[src/hw/rtl/atk_pkg.sv]
// shared types, constants and helper functions for the atkin prime sieve
// no dependencies
`timescale 1ns / 1ps

package atk_pkg;

    localparam int IDX_W          = 13;
    localparam int VAL_W          = 16;
    localparam int TOT_W          = 13;
    localparam int CFG_W          = 16;
    localparam int CFG_MAX        = 2**CFG_W - 1;
    localparam int MIN_LIMIT      = 3;
    localparam int FIRST_SQF      = 5;
    localparam int DEF_MAX_LIMIT  = 65535;
    localparam int DEF_MAX_PRIMES = 8192;

    typedef enum logic [4:0] {
        CMD_NONE,
        CMD_LATCH,
        CMD_SQRT_STEP,
        CMD_CLEAR_INIT,
        CMD_CLEAR_STEP,
        CMD_QUAD_INIT,
        CMD_TOG_RD_A,
        CMD_TOG_RD_B,
        CMD_TOG_RD_C,
        CMD_TOG_WR,
        CMD_QUAD_NEXT,
        CMD_SQF_INIT,
        CMD_SQF_RD,
        CMD_SQF_START,
        CMD_SQF_CLR,
        CMD_SQF_NEXT,
        CMD_PACK_INIT,
        CMD_PACK_STEP,
        CMD_LOOKUP,
        CMD_CAPTURE
    } t_cmd;

    typedef enum logic [4:0] {
        ST_IDLE,
        ST_SQRT,
        ST_CLEAR,
        ST_QINIT,
        ST_QA,
        ST_QA_WR,
        ST_QB,
        ST_QB_WR,
        ST_QC,
        ST_QC_WR,
        ST_QNEXT,
        ST_SQF_CHK,
        ST_SQF_TEST,
        ST_SQF_CLR,
        ST_PACK,
        ST_PACK_END,
        ST_LOOK,
        ST_CAP,
        ST_RESP
    } t_state;

    typedef struct packed {
        logic sqrt_done;
        logic k_last;
        logic hit_a;
        logic hit_b;
        logic hit_c;
        logic quad_last;
        logic x_over;
        logic flag_set;
        logic k_over;
    } t_status;

    // square of a residue, mod 12
    function automatic logic [3:0] sq_mod12(input logic [3:0] m);
        logic [3:0] r;
        case (m)
            4'd1, 4'd5, 4'd7, 4'd11: r = 4'd1;
            4'd2, 4'd4, 4'd8, 4'd10: r = 4'd4;
            4'd3, 4'd9:              r = 4'd9;
            default:                 r = 4'd0;
        endcase
        return r;
    endfunction

    // reduce a small sum (below 72) mod 12
    function automatic logic [3:0] mod12_small(input logic [6:0] v);
        logic [6:0] r;
        r = v;
        for (int i = 0; i < 5; i++) begin
            if (r >= 7'd12) r = r - 7'd12;
        end
        return r[3:0];
    endfunction

    function automatic logic [3:0] inc12(input logic [3:0] m);
        return (m == 4'd11) ? 4'd0 : m + 4'd1;
    endfunction

endpackage

[src/hw/rtl/atk_ctrl.sv]
// sequencer of the sieve: walks the phases and drives the datapath commands
// depends on atk_pkg
`timescale 1ns / 1ps

module atk_ctrl (
    input  logic             i_clk,
    input  logic             i_rst_n,
    input  logic             i_req_valid,
    input  logic             i_rsp_ready,
    input  logic             i_cfg_wr,
    input  atk_pkg::t_status i_status,
    output atk_pkg::t_cmd    o_cmd,
    output logic             o_req_ready,
    output logic             o_rsp_valid
);
    import atk_pkg::*;

    t_state r_state, n_state;
    logic   r_sieve_valid, n_sieve_valid;

    always_ff @(posedge i_clk) begin
        if (!i_rst_n) begin
            r_state       <= ST_IDLE;
            r_sieve_valid <= 1'b0;
        end else begin
            r_state       <= n_state;
            r_sieve_valid <= n_sieve_valid;
        end
    end

    always_comb begin
        n_state       = r_state;
        n_sieve_valid = r_sieve_valid;
        o_cmd         = CMD_NONE;
        o_req_ready   = 1'b0;
        o_rsp_valid   = 1'b0;
        case (r_state)
            ST_IDLE: begin
                o_req_ready = 1'b1;
                if (i_req_valid) begin
                    o_cmd   = CMD_LATCH;
                    n_state = r_sieve_valid ? ST_LOOK : ST_SQRT;
                end
            end
            ST_SQRT: begin
                if (i_status.sqrt_done) begin
                    o_cmd   = CMD_CLEAR_INIT;
                    n_state = ST_CLEAR;
                end else begin
                    o_cmd = CMD_SQRT_STEP;
                end
            end
            ST_CLEAR: begin
                o_cmd = CMD_CLEAR_STEP;
                if (i_status.k_last) n_state = ST_QINIT;
            end
            ST_QINIT: begin
                o_cmd   = CMD_QUAD_INIT;
                n_state = ST_QA;
            end
            ST_QA: begin
                if (i_status.hit_a) begin
                    o_cmd   = CMD_TOG_RD_A;
                    n_state = ST_QA_WR;
                end else begin
                    n_state = ST_QB;
                end
            end
            ST_QA_WR: begin
                o_cmd   = CMD_TOG_WR;
                n_state = ST_QB;
            end
            ST_QB: begin
                if (i_status.hit_b) begin
                    o_cmd   = CMD_TOG_RD_B;
                    n_state = ST_QB_WR;
                end else begin
                    n_state = ST_QC;
                end
            end
            ST_QB_WR: begin
                o_cmd   = CMD_TOG_WR;
                n_state = ST_QC;
            end
            ST_QC: begin
                if (i_status.hit_c) begin
                    o_cmd   = CMD_TOG_RD_C;
                    n_state = ST_QC_WR;
                end else begin
                    n_state = ST_QNEXT;
                end
            end
            ST_QC_WR: begin
                o_cmd   = CMD_TOG_WR;
                n_state = ST_QNEXT;
            end
            ST_QNEXT: begin
                if (i_status.quad_last) begin
                    o_cmd   = CMD_SQF_INIT;
                    n_state = ST_SQF_CHK;
                end else begin
                    o_cmd   = CMD_QUAD_NEXT;
                    n_state = ST_QA;
                end
            end
            ST_SQF_CHK: begin
                if (i_status.x_over) begin
                    o_cmd   = CMD_PACK_INIT;
                    n_state = ST_PACK;
                end else begin
                    o_cmd   = CMD_SQF_RD;
                    n_state = ST_SQF_TEST;
                end
            end
            ST_SQF_TEST: begin
                if (i_status.flag_set) begin
                    o_cmd   = CMD_SQF_START;
                    n_state = ST_SQF_CLR;
                end else begin
                    o_cmd   = CMD_SQF_NEXT;
                    n_state = ST_SQF_CHK;
                end
            end
            ST_SQF_CLR: begin
                if (i_status.k_over) begin
                    o_cmd   = CMD_SQF_NEXT;
                    n_state = ST_SQF_CHK;
                end else begin
                    o_cmd = CMD_SQF_CLR;
                end
            end
            ST_PACK: begin
                o_cmd = CMD_PACK_STEP;
                if (i_status.k_last) n_state = ST_PACK_END;
            end
            ST_PACK_END: begin
                // last flag read drains here
                n_sieve_valid = 1'b1;
                n_state       = ST_LOOK;
            end
            ST_LOOK: begin
                o_cmd   = CMD_LOOKUP;
                n_state = ST_CAP;
            end
            ST_CAP: begin
                o_cmd   = CMD_CAPTURE;
                n_state = ST_RESP;
            end
            ST_RESP: begin
                o_rsp_valid = 1'b1;
                if (i_rsp_ready) n_state = ST_IDLE;
            end
            default: n_state = ST_IDLE;
        endcase
        if (i_cfg_wr) n_sieve_valid = 1'b0;
    end

endmodule

[config.mk]
export PLATFORM = sky130hd
export DESIGN_NAME = atk_ctrl
export DESIGN_NICKNAME = d
export VERILOG_FILES = /design/src/hw/rtl/atk_pkg.sv /design/src/hw/rtl/atk_ctrl.sv
export SDC_FILE = /design/constraint.sdc
export NUM_CORES = 1
export LEC_CHECK = 0
export ABC_AREA = 0
export BUFFER_PORTS_ARGS = -buffer_cell sky130_fd_sc_hd__buf_4
export CAP_MARGIN = 15
export CORE_MARGIN = 8
export CORE_UTILIZATION = 25
export DETAILED_ROUTE_END_ITERATION = 8
export GPL_TIMING_DRIVEN = 0
export PLACE_DENSITY_LB_ADDON = 0.15
export SYNTH_ARGS = -nofsm -noshare
export SYNTH_HDL_FRONTEND = slang
export SYNTH_SLANG_ARGS = --single-unit
[constraint.sdc]
create_clock -name i_clk -period 1.7 [get_ports i_clk]
set_input_delay 0.34 -clock i_clk [delete_from_list [all_inputs] [get_ports i_clk]]
set_output_delay 0.34 -clock i_clk [all_outputs]
set_load 0.02 [all_outputs]
==> results.yml <==
sta:
  finalSetupTns_ps: -1560
  whs_ps: 255
  setup_viol: 9
  hold_violations: 0
  fin_skew_ps: 1.16
  finalCritPeriodShare: 1.14
  slew_headroom: 0.748
  slew_violations: 0
  worst_pin_slew_ps: 374
  period_needed_ps: 1930
  rsz0062_at_grt: "true"
  fmax_mhz: 518
  worst_slack_ps: -230
setup_path:
  worstSetupStartpointType: "flop"
  cp_data_arrival_time_ps: 1590
  critPathCaptureType: "primary output"
  crit_path_max_fanout: 8
  critical_path_required_ps: 1360
  criticalPathCategory: "flop to primary output"
layout:
  fillers: 366
  syn_to_final_growth_pct: 56.7
  layout_common_cells: "26 x buf_4, 9 x buf_6, 9 x nand2_1"
  final_util: 0.406
  drive_gt1_frac: 0.429
  final_cells: 207
  diodes: 0
  num-nets-final: 177
  final_area_um2: 1360
  final_common_cell: "buf_4"
place:
  port_buffers: 20
  dp_cells: 195
  place_area_um2: 1080
  gp_congestion: 0.894
  dpl.hpwl_um: 2390
clocking:
  clock_latency_ps: 240
  cts_sinks: 6
  clk_pin_slew_ps: 40
  cts_inserted_buffers: 3
  cts_tree: "done"
  clockRootBuffer: "clkbuf_4"
  clockBufferDepth: 2
  htreeDepth: 1
  hold_buffers: 0
pwr:
  p_leak_nw: 0.540
  vdd_drop_max_mv: 0.296
  powerDensity_nw_per_um2: 1140
global_routing:
  grt_overflow: 0
  grt_pass1_wl_um: 5600
  grt_max_degree: 11
  grt_usage: 0.128
  grt_pass1_vias: 1146
  antenna_found_initial: 0
outcome:
  status: "finished with violations"
  violations: "negative setup slack"
synthesis:
  synthCells: 129
  ys_seq_area_frac: 0.139
  ys_warn_count: 0
  yosysUniqueCellTypes: 45
  synth_area_leader_cell: "dfxtp_1"
  synth-seq-cells: 6
  yosys-top-cells-area: "dfxtp_1 14%, o21ai_0 5.8%, nor2_1 5.6%, nor3b_1 5.2%, nand2b_1 5.1%"
  synth_enable_flop_cells: 0
  synth_flop_cell: "dfxtp_1"
  synth_top_area_frac: 0.139
  syn-num-nets: 143
  postSynthAreaPerCell_um2: 6.70
  synth-async-reset-ratio: 0
  synth_area_um2: 865
floorplanning:
  fp.dieArea_um2: 5600
  rows: 21
  die_y_um: 74.8
  die_w_um: 74.8
  io_pins: 21
  initial_core_util: 0.259
  core_um2: 3340
drt:
  first_pass_iters: 4
  vias_per_cell: 5.58
  drt_iter0_drc: 167
  routed_wl_um: 3480
  wl_per_cell_um: 16.8
  antenna_left: 0
  vias: 1156
  remaining_drc_errors: 0
worst_hold_path:
  hp-class: "input port to flop"
flow_run:
  maxCapViolations: 0
## state kept, by name (all words and copies together) (netlist names)
register,count
r_sieve_valid,1
r_state,5
## synthesized netlist by cell type, types with 2 or more instances
| library cell | n |
|---|---|
| nor2_1 | 13 |
| nand2_1 | 10 |
| o21ai_0 | 10 |
| a21oi_1 | 8 |
| nand2b_1 | 7 |
| nor2b_1 | 7 |
| buf_2 | 6 |
| dfxtp_1 | 6 |
| nor3b_1 | 6 |
| a211oi_1 | 4 |
| a31oi_1 | 3 |
| clkbuf_1 | 3 |
| inv_1 | 3 |
| nor3_1 | 3 |
| o21a_1 | 3 |
| a22oi_1 | 2 |
| a32oi_1 | 2 |
| and3_1 | 2 |
| and3b_1 | 2 |
| nand3_1 | 2 |
| o211ai_1 | 2 |
| o22ai_1 | 2 |
## cell type report
cell class	instances	area [um2]	share of cell area
well taps	46	57.6	0.0425
multi-input cells	108	762	0.562
inverters	4	15.0	0.0111
repair buffers	29	233	0.172
plain buffers	11	138	0.102
flip-flops and latches	6	128	0.0942
clock buffers	3	22.5	0.0166
## timing repair
item	4_1_cts	5_1_grt
setup endpoints to repair	7	10
gates resized for setup	40	13
buffers inserted	6	3
gates cloned	0	0
pin swaps	6	2
## path summary, 6_finish.rpt
path	cells past startpoint	to	slack (ps)	from
setup / recovery	8	o_cmd[3]	-230	r_state[1]$_SDFFE_PN0P_
hold / removal	2	r_sieve_valid$_SDFFE_PP0P_	250	i_cfg_wr
setup reg to reg	8	r_state[1]$_SDFFE_PN0P_	-230	r_state[1]$_SDFFE_PN0P_
hold reg to reg	2	r_sieve_valid$_SDFFE_PP0P_	560	r_sieve_valid$_SDFFE_PP0P_
## report_power, final
group	total [mW]	leakage, nW	switching (mW)	internal (mW)
registers	0.190	0.0507	0.0236	0.167
logic	1.22	0.475	0.620	0.602
clock network	0.131	0.0138	0.0507	0.0798
## worst max-delay path: stages, from the launching register on
cell and delay (ps):
dfxtp_2 310, buf_6 120, buf_8 130, clkbuf_16 150, nor2_1 110, nor3_1 60, a21oi_1 200, o21ai_1 90
buf_4 160
## layer usage
layer  track usage  part of all wire  up-vias
met5             0                 0        -
met4        0.0761             0.039        0
met3        0.0200             0.093       14
met2         0.208              0.48       72
met1         0.155              0.39      523
li1              -                 -      547
## kinds of logic (layout without fill, tap and decap cells)
kind of cell / count (synthesis) / after routing / share of synthesized area
flops: 6 / 6 / 0.139
mux: 2 / 2 / 0.0246
buf+inv: 15 / 47 / 0.0868
simple gates: 60 / 60 / 0.391
compound gates: 46 / 46 / 0.359
## per-stage QoR
step                      total power [mW]  setup WS [ps]
final                                 1.54           -230
after global routing                  1.64           -288
after CTS                             1.44           -210
after detailed placement              1.04           -388
after global placement                1.05           -411
after floorplan                      0.779           18.0
(Power assumes the default switching activity.)
